<file path="config.mk">
export PLATFORM = sky130hd
export DESIGN_NAME = vital_alarm_sustain_holdoff_flat
export DESIGN_NICKNAME = d
export VERILOG_FILES = /design/src/hw/rtl/vash_pkg.sv /design/src/hw/rtl/vash_in_if.sv /design/src/hw/rtl/vash_out_if.sv /design/src/hw/rtl/vash_cond.sv /design/src/hw/rtl/vital_alarm_sustain_holdoff.sv /design/src/flat_wrapper.sv
export SDC_FILE = /design/constraint.sdc
export NUM_CORES = 1
export LEC_CHECK = 0
export ABC_CLOCK_PERIOD_IN_PS = 9300
export BUFFER_PORTS_ARGS = -buffer_cell sky130_fd_sc_hd__clkbuf_2
export CORE_MARGIN = 1
export CORE_UTILIZATION = 30
export DETAILED_ROUTE_END_ITERATION = 10
export REMOVE_ABC_BUFFERS = 1
export SLEW_MARGIN = 10
export SYNTH_ARGS = -nofsm -noshare
export SYNTH_HDL_FRONTEND = slang
export SYNTH_HIERARCHICAL = 1
export SYNTH_SLANG_ARGS = --single-unit
export TNS_END_PERCENT = 50
</file>
<file path="constraint.sdc">
create_clock -name clk -period 9.3 [get_ports clk]
set_clock_uncertainty 0.1 [all_clocks]
set_input_delay 1.395 -clock clk [delete_from_list [all_inputs] [get_ports clk]]
set_output_delay 1.395 -clock clk [all_outputs]
set_load 0.005 [all_outputs]
</file>
<file path="src/hw/rtl/vash_pkg.sv">
`default_nettype none
// ----------------------------------------------------------------------------
// vash_pkg
// shared types and constants of the vital alarm sustain and holdoff block
// ----------------------------------------------------------------------------
package vash_pkg;

  localparam int unsigned CFG_IDX_W  = 3;
  localparam int unsigned CFG_DATA_W = 32;
  localparam int unsigned NUM_COND   = 3;

  // register indexes of the configuration port
  typedef enum logic [CFG_IDX_W-1:0] {
    CFG_MIN_SIGNAL_QUALITY = 3'd0,
    CFG_WARMUP_BEATS       = 3'd1,
    CFG_HR_HIGH_LIMIT      = 3'd2,
    CFG_HR_LOW_LIMIT       = 3'd3,
    CFG_SPO2_LOW_LIMIT     = 3'd4,
    CFG_SUSTAIN_MS         = 3'd5,
    CFG_REPEAT_MS          = 3'd6
  } cfg_idx_t;

  // condition slots
  typedef enum logic [1:0] {
    COND_HR_HIGH  = 2'd0,
    COND_HR_LOW   = 2'd1,
    COND_SPO2_LOW = 2'd2
  } cond_t;

  typedef struct packed {
    logic [6:0]  min_signal_quality;
    logic [7:0]  warmup_beats;
    logic [7:0]  hr_high_limit;
    logic [7:0]  hr_low_limit;
    logic [6:0]  spo2_low_limit;
    logic [31:0] sustain_ms;
    logic [31:0] repeat_ms;
  } cfg_t;

  localparam cfg_t CFG_RESET = '{
    min_signal_quality: 7'd60,
    warmup_beats:       8'd8,
    hr_high_limit:      8'd120,
    hr_low_limit:       8'd40,
    spo2_low_limit:     7'd90,
    sustain_ms:         32'd10000,
    repeat_ms:          32'd60000
  };

  typedef struct packed {
    logic [31:0] time_ms;
    logic        hr_valid;
    logic        spo2_valid;
    logic [6:0]  signal_quality;
    logic        skin_contact;
    logic [7:0]  beats_since_contact;
    logic        motion_artifact;
    logic [7:0]  heart_rate;
    logic [6:0]  spo2_percent;
  } in_item_t;

  typedef struct packed {
    logic        alert_hr_high;
    logic        alert_hr_low;
    logic        alert_spo2_low;
    logic [7:0]  reported_heart_rate;
    logic [6:0]  reported_spo2;
  } out_item_t;

  // timing limits handed to each condition tracker
  typedef struct packed {
    logic [31:0] sustain_ms;
    logic [31:0] repeat_ms;
  } timing_t;

endpackage
`default_nettype wire

</file>
<file path="src/hw/rtl/vash_in_if.sv">
`default_nettype none
// ----------------------------------------------------------------------------
// vash_in_if
// sample request channel, valid and ready handshake
// ----------------------------------------------------------------------------
interface vash_in_if;
  logic               valid;
  logic               ready;
  vash_pkg::in_item_t data;

  modport source (output valid, output data, input ready);
  modport sink   (input valid, input data, output ready);
endinterface
`default_nettype wire

</file>
<file path="src/hw/rtl/vash_out_if.sv">
`default_nettype none
// ----------------------------------------------------------------------------
// vash_out_if
// result request channel, valid and ready handshake
// ----------------------------------------------------------------------------
interface vash_out_if;
  logic                valid;
  logic                ready;
  vash_pkg::out_item_t data;

  modport source (output valid, output data, input ready);
  modport sink   (input valid, input data, output ready);
endinterface
`default_nettype wire

</file>
<file path="src/hw/rtl/vash_cond.sv">
`default_nettype none
// ----------------------------------------------------------------------------
// vash_cond
// sustain timer and repeat holdoff of one alarm condition
// ----------------------------------------------------------------------------
module vash_cond (
  input  wire logic              clk,
  input  wire logic              rst_n,
  input  wire logic              en,
  input  wire logic              trusted,
  input  wire logic              breach,
  input  wire logic [31:0]       now,
  input  wire vash_pkg::timing_t timing,
  output logic                   alert
);

  logic        active_r, active_nxt;
  logic        sent_r, sent_nxt;
  logic [31:0] start_r, start_nxt;
  logic [31:0] last_r, last_nxt;
  logic        armed;
  logic [31:0] since_start;
  logic [31:0] since_last;

  always_comb begin
    armed       = trusted && breach;
    // wrapping elapsed times
    since_start = now - start_r;
    since_last  = now - last_r;
    alert       = armed && active_r && (since_start >= timing.sustain_ms)
                  && (!sent_r || (since_last >= timing.repeat_ms));

    active_nxt = active_r;
    start_nxt  = start_r;
    sent_nxt   = sent_r;
    last_nxt   = last_r;
    if (en) begin
      active_nxt = armed;
      if (armed && !active_r) begin
        start_nxt = now;
      end
      if (alert) begin
        sent_nxt = 1'b1;
        last_nxt = now;
      end
    end
  end

  always_ff @(posedge clk) begin
    if (!rst_n) begin
      active_r <= 1'b0;
      sent_r   <= 1'b0;
      start_r  <= '0;
      last_r   <= '0;
    end else begin
      active_r <= active_nxt;
      sent_r   <= sent_nxt;
      start_r  <= start_nxt;
      last_r   <= last_nxt;
    end
  end

`ifndef SYNTHESIS
  // an alert needs an already armed timer
  a_alert_armed: assert property (@(posedge clk) disable iff (!rst_n)
    en && alert |-> active_r)
    else $error("alert without armed sustain timer");

  // a lost breach or lost trust disarms the timer
  a_disarm: assert property (@(posedge clk) disable iff (!rst_n)
    en && !(trusted && breach) |=> !active_r)
    else $error("sustain timer still armed after breach ended");

  // the sent flag only clears on reset
  a_sent_sticky: assert property (@(posedge clk) disable iff (!rst_n)
    sent_r |=> sent_r)
    else $error("sent flag cleared outside reset");

  // an alert stamps its own time
  a_last_stamp: assert property (@(posedge clk) disable iff (!rst_n)
    en && alert |=> sent_r && (last_r == $past(now)))
    else $error("last alert time not recorded");
`endif

endmodule
`default_nettype wire

</file>
<file path="src/hw/rtl/vital_alarm_sustain_holdoff.sv">
`default_nettype none
// ----------------------------------------------------------------------------
// vital_alarm_sustain_holdoff
// three vital sign alarms with sustain time and repeat holdoff
// ----------------------------------------------------------------------------
// Takes one sample request per cycle while no result stalls and returns one
// result request per sample, in order. A sample waits in the input register,
// where the trust gates, the three limit compares and the three wrapping
// elapsed-time compares are evaluated; the alarm state is updated as the
// sample moves into the output register, so a sample passes the input and
// then the output register, and the sustained rate is one sample per clock
// while no result stalls. The rate is set by the registered update of the
// per-condition state (armed flag, breach start time, sent flag, last alert
// time), which the next sample reads straight away. A stalled result holds
// the output register; the input register can still take a new sample when
// the result leaves in the same cycle. The configuration port writes one
// register per cycle by index; indexes beyond the register list are ignored.
// Write configuration only while no sample is in flight.
// ----------------------------------------------------------------------------
module vital_alarm_sustain_holdoff (
  input  wire logic                             clk,
  input  wire logic                             rst_n,
  vash_in_if.sink                               in_ch,
  vash_out_if.source                            out_ch,
  input  wire logic                             cfg_we,
  input  wire logic [vash_pkg::CFG_IDX_W-1:0]   cfg_index,
  input  wire logic [vash_pkg::CFG_DATA_W-1:0]  cfg_wdata
);

  // configuration registers
  vash_pkg::cfg_t      cfg_r, cfg_nxt;

  // input register
  logic                s1_valid_r, s1_valid_nxt;
  vash_pkg::in_item_t  s1_data_r, s1_data_nxt;

  // output register
  logic                out_valid_r, out_valid_nxt;
  vash_pkg::out_item_t out_data_r, out_data_nxt;

  logic                out_free;
  logic                advance;
  logic                in_take;

  // trust and breach terms of the sample in the input register
  logic                base_ok;
  logic                hr_ok;
  logic                spo2_ok;
  logic [vash_pkg::NUM_COND-1:0] trusted;
  logic [vash_pkg::NUM_COND-1:0] breach;
  logic [vash_pkg::NUM_COND-1:0] alert;
  vash_pkg::timing_t   timing;

  // ---------------------------------------------------------------------------
  // configuration writes
  // ---------------------------------------------------------------------------
  always_comb begin
    cfg_nxt = cfg_r;
    if (cfg_we) begin
      unique case (vash_pkg::cfg_idx_t'(cfg_index))
        vash_pkg::CFG_MIN_SIGNAL_QUALITY: cfg_nxt.min_signal_quality = cfg_wdata[6:0];
        vash_pkg::CFG_WARMUP_BEATS:       cfg_nxt.warmup_beats       = cfg_wdata[7:0];
        vash_pkg::CFG_HR_HIGH_LIMIT:      cfg_nxt.hr_high_limit      = cfg_wdata[7:0];
        vash_pkg::CFG_HR_LOW_LIMIT:       cfg_nxt.hr_low_limit       = cfg_wdata[7:0];
        vash_pkg::CFG_SPO2_LOW_LIMIT:     cfg_nxt.spo2_low_limit     = cfg_wdata[6:0];
        vash_pkg::CFG_SUSTAIN_MS:         cfg_nxt.sustain_ms         = cfg_wdata[31:0];
        vash_pkg::CFG_REPEAT_MS:          cfg_nxt.repeat_ms          = cfg_wdata[31:0];
        // unused index, write dropped
        default:                          cfg_nxt = cfg_r;
      endcase
    end
  end

  // ---------------------------------------------------------------------------
  // handshake: the output register frees when empty or being drained, the
  // input register moves on when the output register is free
  // ---------------------------------------------------------------------------
  always_comb begin
    out_free    = !out_valid_r || out_ch.ready;
    advance     = s1_valid_r && out_free;
    in_ch.ready = !s1_valid_r || advance;
    in_take     = in_ch.valid && in_ch.ready;
  end

  // ---------------------------------------------------------------------------
  // trust gates and limit compares, raw field values, no clamping
  // ---------------------------------------------------------------------------
  always_comb begin
    base_ok = (s1_data_r.signal_quality >= cfg_r.min_signal_quality)
              && s1_data_r.skin_contact;
    hr_ok   = s1_data_r.hr_valid && base_ok
              && (s1_data_r.beats_since_contact >= cfg_r.warmup_beats);
    spo2_ok = s1_data_r.spo2_valid && base_ok && !s1_data_r.motion_artifact;

    trusted[vash_pkg::COND_HR_HIGH]  = hr_ok;
    trusted[vash_pkg::COND_HR_LOW]   = hr_ok;
    trusted[vash_pkg::COND_SPO2_LOW] = spo2_ok;

    breach[vash_pkg::COND_HR_HIGH]   = s1_data_r.heart_rate > cfg_r.hr_high_limit;
    breach[vash_pkg::COND_HR_LOW]    = s1_data_r.heart_rate < cfg_r.hr_low_limit;
    breach[vash_pkg::COND_SPO2_LOW]  = s1_data_r.spo2_percent < cfg_r.spo2_low_limit;

    timing.sustain_ms = cfg_r.sustain_ms;
    timing.repeat_ms  = cfg_r.repeat_ms;
  end

  // one tracker per condition, state moves only when a sample advances
  for (genvar k = 0; k < vash_pkg::NUM_COND; k++) begin : g_cond
    vash_cond u_cond (
      .clk     (clk),
      .rst_n   (rst_n),
      .en      (advance),
      .trusted (trusted[k]),
      .breach  (breach[k]),
      .now     (s1_data_r.time_ms),
      .timing  (timing),
      .alert   (alert[k])
    );
  end

  // ---------------------------------------------------------------------------
  // pipeline register next values
  // ---------------------------------------------------------------------------
  always_comb begin
    s1_valid_nxt = s1_valid_r;
    s1_data_nxt  = s1_data_r;
    if (in_take) begin
      s1_valid_nxt = 1'b1;
      s1_data_nxt  = in_ch.data;
    end else if (advance) begin
      s1_valid_nxt = 1'b0;
    end

    out_valid_nxt = out_valid_r;
    out_data_nxt  = out_data_r;
    if (advance) begin
      out_valid_nxt                    = 1'b1;
      out_data_nxt.alert_hr_high       = alert[vash_pkg::COND_HR_HIGH];
      out_data_nxt.alert_hr_low        = alert[vash_pkg::COND_HR_LOW];
      out_data_nxt.alert_spo2_low      = alert[vash_pkg::COND_SPO2_LOW];
      out_data_nxt.reported_heart_rate = s1_data_r.heart_rate;
      out_data_nxt.reported_spo2       = s1_data_r.spo2_percent;
    end else if (out_ch.ready) begin
      out_valid_nxt = 1'b0;
    end
  end

  always_ff @(posedge clk) begin
    if (!rst_n) begin
      cfg_r       <= vash_pkg::CFG_RESET;
      s1_valid_r  <= 1'b0;
      out_valid_r <= 1'b0;
    end else begin
      cfg_r       <= cfg_nxt;
      s1_valid_r  <= s1_valid_nxt;
      out_valid_r <= out_valid_nxt;
    end
  end

  // payload registers, no reset needed
  always_ff @(posedge clk) begin
    s1_data_r  <= s1_data_nxt;
    out_data_r <= out_data_nxt;
  end

  always_comb begin
    out_ch.valid = out_valid_r;
    out_ch.data  = out_data_r;
  end

`ifndef SYNTHESIS
  // a sample held behind a stalled result stays put
  a_s1_hold: assert property (@(posedge clk) disable iff (!rst_n)
    s1_valid_r && !out_free |=> s1_valid_r && $stable(s1_data_r))
    else $error("input register lost a sample under stall");

  // every advanced sample shows up as a result
  a_adv_result: assert property (@(posedge clk) disable iff (!rst_n)
    advance |=> out_valid_r)
    else $error("advanced sample produced no result");

  // a stalled result holds still
  a_out_hold: assert property (@(posedge clk) disable iff (!rst_n)
    out_valid_r && !out_ch.ready |=> out_valid_r && $stable(out_data_r))
    else $error("result changed under stall");
`endif

endmodule
`default_nettype wire
</file>
<file path="src/flat_wrapper.sv">
// flat-port wrapper written by rule: the top's interface ports become plain ports
module vital_alarm_sustain_holdoff_flat 
  (clk, rst_n, cfg_we, cfg_index, cfg_wdata, in_ch_valid, in_ch_data, in_ch_ready, out_ch_valid, out_ch_data, out_ch_ready);
  vash_in_if in_ch_i ();
  vash_out_if out_ch_i ();
  input  wire logic clk;
  input  wire logic rst_n;
  input  wire logic cfg_we;
  input  wire logic [vash_pkg::CFG_IDX_W-1:0] cfg_index;
  input  wire logic [vash_pkg::CFG_DATA_W-1:0] cfg_wdata;
  input wire logic [$bits(in_ch_i.valid)-1:0] in_ch_valid;
  input wire logic [$bits(in_ch_i.data)-1:0] in_ch_data;
  output wire logic [$bits(in_ch_i.ready)-1:0] in_ch_ready;
  output wire logic [$bits(out_ch_i.valid)-1:0] out_ch_valid;
  output wire logic [$bits(out_ch_i.data)-1:0] out_ch_data;
  input wire logic [$bits(out_ch_i.ready)-1:0] out_ch_ready;
  assign in_ch_i.valid = in_ch_valid;
  assign in_ch_i.data = in_ch_data;
  assign in_ch_ready = in_ch_i.ready;
  assign out_ch_valid = out_ch_i.valid;
  assign out_ch_data = out_ch_i.data;
  assign out_ch_i.ready = out_ch_ready;
  vital_alarm_sustain_holdoff u_core (.clk(clk), .rst_n(rst_n), .in_ch(in_ch_i), .out_ch(out_ch_i), .cfg_we(cfg_we), .cfg_index(cfg_index), .cfg_wdata(cfg_wdata));
endmodule
</file>
==> reports/summary.txt, run 1 <==
DR DRC count - 0
clock power share - 0.399
port buffer count - 125
first-pass GRT wire length - 126,000 microns
number of global-route vias before repair - 23,200
R2R Path End - u_core/g_cond[0].u_cond/last_r[7]
CP Cell Sequence - ha_1 > nor2b_1 > o31ai_1 > a211oi_2 > a21oi_2 > o211a_1 > nor3_2 > a31oi_1 > nor3_1 > a311o_1 > ha_1 > nand4_1 > or4_1 > nor2_1 > nor2_1 > o21ai_0 > a21oi_1 > nor4b_2 > buf_4 > mux2i_1
CP max FO - 33
ys flop type - dfxtp_1
Avg Inst Size Synth - 8.16 sq um
YS warnings - 6
total number of vias - 24,300
sequential cell area fraction in the yosys report - 0.293
post-layout power - 4490 uW
startpoint types - flip-flop
final hold vios - 0
Setup CP Type - flip-flop to flip-flop
Clk Latency, worst-skew pair - 0.61 ns
Crit. End Element - flip-flop
post-CTS sizing - 0
Power Dens Cells - 137 nW/um^2
Hold Path Class - flip-flop to flip-flop
iteration-0 DRC count of the detailed router - 1,352
vertical die dimension - 314 microns
Detailed Place HPWL - 59,700 microns
Clock Path Buffers - 3
Reg2Reg Depth - 20
GPL Wtd Cong - 0.899
status - completed
Rel. slew slack - 0.273
Hold Path Depth - 2
Placed Instances - 4,915
wire length on met3 - 3080 microns
Initial Util - 0.303
vias per cell - 4.87
CTS tree - yes
total gr overflow - 0
max-cap violations - 0
Net Switching - 1340 uW
largest net degree at the start of global routing - 148
Crit path largest cell delay - 0.91 ns
area grow syn2layout - 11.8%
Worst Tran Pin Value - 1.08 ns
Cell Int Power - 3150 uW
Synth async-reset ratio - 0
DRT antenna net count - 0
CTS Hold Bufs - 0
RSZ-0062 raised after global routing - false
main combinational cell family by area after synthesis - compound AO/OA/AOI/OAI gates
Reg clk slew, reported paths - 0.06 ns
Critical Path AT - 6.63 ns
Peak VDD IR - 105 uV
number of distinct library cells after synthesis - 98
Tcrit/Tclk final - 0.667
Bufs and invs on worst path - 1
CTS sink count - 386
Metal-1 WL - 37,600 microns
clock period minus worst slack - 6.21 ns
Mapped Area - 29,200 sq um
final setup vio count - 0
worst hold slack - 0.354 ns
Static Leakage - 0.0128 uW
synthesized instance count - 3,585
Post-synth EDFFs - 84
Simple-Gate Fraction of Synth Area - 0.168
metal2 WL - 37,000 microns
Final nets - 4,212
H-tree Lvls - 2
worst hold path endpoint - u_core/cfg_r[66]
Critical-path top delay cell - edfxtp_1
Die Width - 314 microns
Comb pwr share - 0.200
Die ar. - 98,700 sq um
Final Max Tran Viols - 0
r2r startpoint - u_core/s1_data_r[35]
DRT Wirelength - 79,400 microns
Sw Ratio - 0.298
Placeable Area - 96,600 sq um
mux contribution to synthesized area - 0.0332
non-filler cells, final - 5,000
clock buffer count from CTS - 45
complex-gate fraction of the synthesized area - 0.201
hold_sp - u_core/cfg_r[66]
Total GRT Usage - 0.159
Synth Area in Adders - 0.181
xor and xnor area share after synthesis - 0.0488
# Post-CTS Setup Buffers - 0
CP top delay family - compound AO/OA/AOI/OAI gates
fraction of layout cells with a size suffix above 1 - 0.0725
IO Pins - 126
clk root buf - clkbuf_16
most frequent cells in the layout - nand2_1, inv_1, ha_1
Yosys reg bits - 386
max layer used - met4
part of the power in registers - 0.400
commonest non-fill, non-tap cell in the layout - nand2_1
fmax - 161 MHz
reg-to-reg setup timing slack - 3.09 ns
initial antenna violation count - 1
1st-pass router iterations - 7
Worst Path Required - 9.72 ns
wire per inst - 15.9 microns
FP Rows - 114
## registers in the layout, indices dropped and copies added, names as in the netlist
signal,flops
u_core/g_cond.u_cond/sent_r,3
u_core/g_cond.u_cond/last_r,96
u_core/s1_data_r,66
u_core/out_ch.valid,1
u_core/cfg_r,102
u_core/g_cond.u_cond/start_r,96
u_core/g_cond.u_cond/active_r,3
u_core/out_ch.data,18
u_core/s1_valid_r,1
## cell type report
class                   instances  area [sq um]
diodes                          1          2.50
clock buffers                  62          1300
clock inverters                22           185
fillers                     10100         63900
inverters                     453          1700
multi-input cells            2649         18500
flip-flops and latches        386          8570
well taps                    1276          1600
repair buffers                151           831
## cell families (layout without fill, tap and decap cells)
logic type,Yosys count,count (layout)
simple gates,1108,1108
compound gates,861,861
buf+inv,550,688
fa+ha+maj,420,420
flops,386,386
xor+xnor,163,163
mux,97,97
other cells,0,1
## worst reg2reg max path: stages, from the launching register on
cell,delay (ns)
edfxtp_1,0.91
ha_1,0.36
nor2b_1,0.14
o31ai_1,0.44
a211oi_2,0.19
a21oi_2,0.35
o211a_1,0.23
nor3_2,0.08
a31oi_1,0.38
nor3_1,0.10
a311o_1,0.30
ha_1,0.31
nand4_1,0.19
or4_1,0.59
nor2_1,0.12
nor2_1,0.05
o21ai_0,0.09
a21oi_1,0.11
nor4b_2,0.30
buf_4,0.51
mux2i_1,0.27
## synth_stat cells (31+ instances only)
library cell,n,area share
nand4_1,59,0.013
nor2b_1,32,0.0068
inv_1,453,0.058
a21boi_0,110,0.028
nand3_1,53,0.0091
dfxtp_1,302,0.21
edfxtp_1,84,0.086
mux2i_1,97,0.033
xnor2_1,114,0.034
ha_1,414,0.18
xor2_1,49,0.015
o21ai_0,83,0.014
clkbuf_1,70,0.0090
nand2_1,671,0.086
nor2_1,135,0.017
nand2b_1,31,0.0066
nor3_1,34,0.0058
a21o_1,156,0.040
a21oi_1,208,0.036
a21boi_1,69,0.018
## metal layers
metal | up-vias | GRT usage
met4 | 0 | 0.0451
met5 | - | 0
met1 | 11300 | 0.212
li1 | 12500 | -
met2 | 437 | 0.270
met3 | 87 | 0.0150
## how the worst max path moves through the flow
stage | depth (start not counted) | start | to
after floorplan | 19 | u_core/s1_data_r[35] | u_core/g_cond[0].u_cond/last_r[0]
after global placement | 16 | u_core/s1_data_r[35] | u_core/g_cond[2].u_cond/last_r[2]
after detailed placement | 20 | u_core/s1_data_r[35] | u_core/g_cond[0].u_cond/last_r[7]
after CTS | 20 | u_core/s1_data_r[35] | u_core/g_cond[0].u_cond/last_r[7]
after global routing | 20 | u_core/s1_data_r[35] | u_core/g_cond[0].u_cond/last_r[24]
final | 20 | u_core/s1_data_r[35] | u_core/g_cond[0].u_cond/last_r[7]
## per-stage QoR
| stage | setup TNS (ns) | util | setup slack, ns | cell area (sq um) |
|---|---|---|---|---|
| after CTS | 0 | 0.339 | 3.11 | 32700 |
| final | 0 | 0.339 | 3.09 | 32700 |
| after global placement | 0 | 0.323 | 3.18 | 31200 |
| after detailed placement | 0 | 0.323 | 3.18 | 31200 |
| after global routing | 0 | 0.339 | 2.72 | 32700 |
| after floorplan | -9.96 | - | -0.311 | 28700 |
## power by group through the flow
| stage | combinational (uW) | clock (uW) | sequential [uW] |
|---|---|---|---|
| after floorplan | 631 | 0 | 1820 |
| after global placement | 878 | 0 | 1840 |
| after detailed placement | 893 | 0 | 1840 |
| after CTS | 900 | 1850 | 1800 |
| after global routing | 1020 | 1910 | 1800 |
| final | 900 | 1790 | 1800 |
No activity file was read; power rests on OpenSTA's default activity.
==> run 2: changes to the inputs <==
--- a/config.mk
+++ b/config.mk
@@ -5,7 +5,8 @@
 export SDC_FILE = /design/constraint.sdc
 export NUM_CORES = 1
 export LEC_CHECK = 0
-export ABC_CLOCK_PERIOD_IN_PS = 9300
+export ABC_AREA = 1
+export ABC_CLOCK_PERIOD_IN_PS = 5900
 export BUFFER_PORTS_ARGS = -buffer_cell sky130_fd_sc_hd__clkbuf_2
 export CORE_MARGIN = 1
 export CORE_UTILIZATION = 30
==> constraint.sdc (replaced) <==
create_clock -name clk -period 5.9 [get_ports clk]
set_clock_uncertainty 0.1 [all_clocks]
set_input_delay 0.885 -clock clk [delete_from_list [all_inputs] [get_ports clk]]
set_output_delay 0.885 -clock clk [all_outputs]
set_load 0.005 [all_outputs]
==> run 2 against run 1 <==
Wire length rose by 30%; hold slack worse by 0.014 ns; worst setup slack worse by 2.2 ns; critical endpoint is now u_core/g_cond[2].u_cond/last_r[2].
==> reports/summary.txt, run 2 <==
vias per cell - 4.82 (was 4.87)
Tcrit/Tclk final - 0.840 (was 0.667)
Initial Util - 0.303 (about the same)
final hold vios - 0 (unchanged)
area occupied by registers - 8570 sq um (unchanged)
CTS Hold Bufs - 0 (unchanged)
Clk Latency, worst-skew pair - 0.62 ns (was 0.61 ns)
M3 GR Usage - 0.0190 (was 0.0150)
RSZ-0062 raised after global routing - false (unchanged)
Synth async-reset ratio - 0 (unchanged)
clock period minus worst slack - 4.96 ns (was 6.21 ns)
first-pass GRT wire length - 158,000 microns (was 126,000 microns)
DRT Wirelength - 103,000 microns (was 79,400 microns)
part of the power in registers - 0.369 (was 0.400)
Static Leakage - 0.0158 uW (was 0.0128 uW)
Placeable Area - 102,000 sq um (was 96,600 sq um)
Mapped Area - 30,900 sq um (was 29,200 sq um)
1st-pass router iterations - 6 (was 7)
clk root buf - clkbuf_16 (unchanged)
Post-synth EDFFs - 84 (unchanged)
Multi-input gate area - 18,400 sq um (was 18,500 sq um)
Setup CP Type - flip-flop to flip-flop (unchanged)
Detailed Place HPWL - 82,900 microns (was 59,700 microns)
top area cells in the synthesized netlist - dfxtp_1, ha_1, inv_1, nand2_1, edfxtp_1 (was dfxtp_1, ha_1, edfxtp_1, nand2_1, inv_1)
Worst Path Required - 6.34 ns (was 9.72 ns)
FP Rows - 117 (was 114)
Yosys reg bits - 386 (unchanged)
max-cap violations - 0 (unchanged)
Layout fillers - 11,200 (was 10,100)
Worst Tran Pin Value - 0.991 ns (was 1.08 ns)
total gr overflow - 0 (unchanged)
Sw Ratio - 0.312 (was 0.298)
YS warnings - 6 (unchanged)
Comb pwr share - 0.217 (was 0.200)
synthesized instance count - 4,521 (was 3,585)
post-layout power - 7810 uW (was 4490 uW)
# Post-CTS Setup Buffers - 0 (unchanged)
Avg Inst Size Synth - 6.83 sq um (was 8.16 sq um)
CP max FO - 33 (unchanged)
startpoint types - flip-flop (unchanged)
clock buffer count from CTS - 46 (was 45)
IO Pins - 126 (unchanged)
ys flop type - dfxtp_1 (unchanged)
Critical-path top delay cell - o21ai_0 (was edfxtp_1)
GPL Wtd Cong - 0.956 (was 0.899)
Setup TNS - 0 ns (unchanged)
met2 Use GR - 0.318 (was 0.270)
DR DRC count - 0 (unchanged)
CTS tree - yes (unchanged)
H-tree Lvls - 2 (unchanged)
status - completed (unchanged)
fmax - 202 MHz (was 161 MHz)
Rel. slew slack - 0.339 (was 0.273)
initial antenna violation count - 0 (was 1)
grt met1 use - 0.270 (was 0.212)
Critical Path AT - 5.40 ns (was 6.63 ns)
Die Width - 323 microns (was 314 microns)
post-CTS sizing - 0 (unchanged)
total number of vias - 29,000 (was 24,300)
Power Dens Cells - 226 nW/um^2 (was 137 nW/um^2)
share of the synthesized area in the top cell type - 0.196 (was 0.207)
wire per inst - 17.2 microns (was 15.9 microns)
Peak VDD IR - 207 uV (was 105 uV)
final setup vio count - 0 (unchanged)
Final Max Tran Viols - 0 (unchanged)
Total GRT Usage - 0.195 (was 0.159)
number of global-route vias before repair - 27,800 (was 23,200)
Die ar. - 104,000 sq um (was 98,700 sq um)
largest net degree at the start of global routing - 147 (was 148)
max reg flops - 102 (unchanged)
commonest non-fill, non-tap cell in the layout - inv_1 (was nand2_1)
reg-to-reg setup timing slack - 0.94 ns (was 3.09 ns)
Placed Instances - 5,933 (was 4,915)
iteration-0 DRC count of the detailed router - 2,447 (was 1,352)
fraction of layout cells with a size suffix above 1 - 0.0559 (was 0.0725)
area grow syn2layout - 12.1% (was 11.8%)
sequential cell area fraction in the yosys report - 0.277 (was 0.293)
non-filler cells, final - 6,019 (was 5,000)
Clock Path Buffers - 3 (unchanged)
port buffer count - 125 (unchanged)
CTS sink count - 386 (unchanged)
Crit. End Element - flip-flop (unchanged)
GR peak layer - met2 (unchanged)
Layout Utilization - 0.340 (was 0.339)
vertical die dimension - 323 microns (was 314 microns)
Cell Int Power - 5370 uW (was 3150 uW)
DRT antenna net count - 0 (unchanged)
Net Switching - 2440 uW (was 1340 uW)
Crit path largest cell delay - 0.68 ns (was 0.91 ns)
Hold Path Class - input pin to flip-flop (was flip-flop to flip-flop)
most frequent cells in the layout - inv_1, nand2_1, nor2_1 (was nand2_1, inv_1, ha_1)
top flop regs - u_core/cfg_r (102), u_core/g_cond.u_cond/last_r (96), u_core/g_cond.u_cond/start_r (96) (unchanged)
CP Cell Sequence - ha_1 > nand3_1 > nand2_1 > a31oi_1 > o21ai_0 > a21o_1 > nand3_1 > nand3_1 > nand2_1 > ha_1 > nand2_1 > nor3_2 > nand3_1 > nor3_2 > nand2_1 > nand2_2 > nand3_2 > nor2_4 > nor2_1 > nor2_1 (was ha_1 > nor2b_1 > o31ai_1 > a211oi_2 > a21oi_2 > o211a_1 > nor3_2 > a31oi_1 > nor3_1 > a311o_1 > ha_1 > nand4_1 > or4_1 > nor2_1 > nor2_1 > o21ai_0 > a21oi_1 > nor4b_2 > buf_4 > mux2i_1)
Reg with most FFs - u_core/cfg_r (unchanged)
area leader, netlist - dfxtp_1 (unchanged)
number of distinct library cells after synthesis - 52 (was 98)
Final nets - 5,139 (was 4,212)
cell with the most instances after synthesis - inv_1 (was nand2_1)
clock power share - 0.414 (was 0.399)
synth cell count leaders - inv_1, nand2_1, nor2_1 (was nand2_1, inv_1, ha_1)
Reg clk slew, reported paths - 0.06 ns (about the same)
run 2: power by group through the flow:
stage | logic [uW] | clock network (uW) | registers [uW]
6_report | 1700 | 3230 | 2880
3_5_place_dp | 1680 | 0 | 2930
3_3_place_gp | 1650 | 0 | 2930
2_1_floorplan | 1180 | 0 | 2880
4_1_cts | 1690 | 3310 | 2880
5_1_grt | 1930 | 3410 | 2890
run 2: layout make-up:
class,count,area share
flip-flops and latches,386,0.247
clock buffers,56,0.0355
repair buffers,149,0.0239
multi-input cells,3123,0.532
well taps,1368,0.0494
clock inverters,29,0.0136
inverters,907,0.0984
diodes,1,0.0000722
run 2: through the flow:
step | cell area, sq um | setup slack [ns] | hold WS (ns)
CTS | 34600 | 0.942 | 0.304
global placement | 32900 | 1.00 | 0.335
detailed placement | 32900 | 0.948 | 0.349
floorplan | 30400 | -2.32 | 0.326
global route | 34600 | 0.500 | 0.316
finish | 34600 | 0.943 | 0.339
run 2: worst paths after layout:
path,startpoint,to,depth (start not counted)
max reg2reg,u_core/s1_data_r[37],u_core/g_cond[2].u_cond/last_r[2],20
min reg2reg,u_core/cfg_r[89],u_core/cfg_r[89],2
max,u_core/s1_data_r[37],u_core/g_cond[2].u_cond/last_r[2],20
min,in_ch_data[49],u_core/s1_data_r[49],1
run 2: cell families (layout without fill, tap and decap cells):
family                     Yosys count  in the layout  synth area share
AOI/OAI and AO/OA                  853            853             0.149
and+or+nand+nor                   1673           1673             0.225
adders and majority gates          420            420             0.172
xor gates and xnor gates           177            177            0.0502
other                                0              1                 0
buffers and inverters             1012           1141             0.127
DFF                                386            386             0.277
run 2: worst max-delay path: cells and delay by family (launching register included):
| family | cells | cell delay, ns |
|---|---|---|
| simple gates | 15 | 2.27 |
| compound gates | 3 | 1.13 |
| fa+ha+maj | 2 | 0.73 |
| flops | 1 | 0.62 |
run 2: metal layers:
layer	wire (microns)	vias up
met5	0	-
met4	3060	0
met3	5250	132
met2	46300	751
met1	48700	13400
li1	-	14800
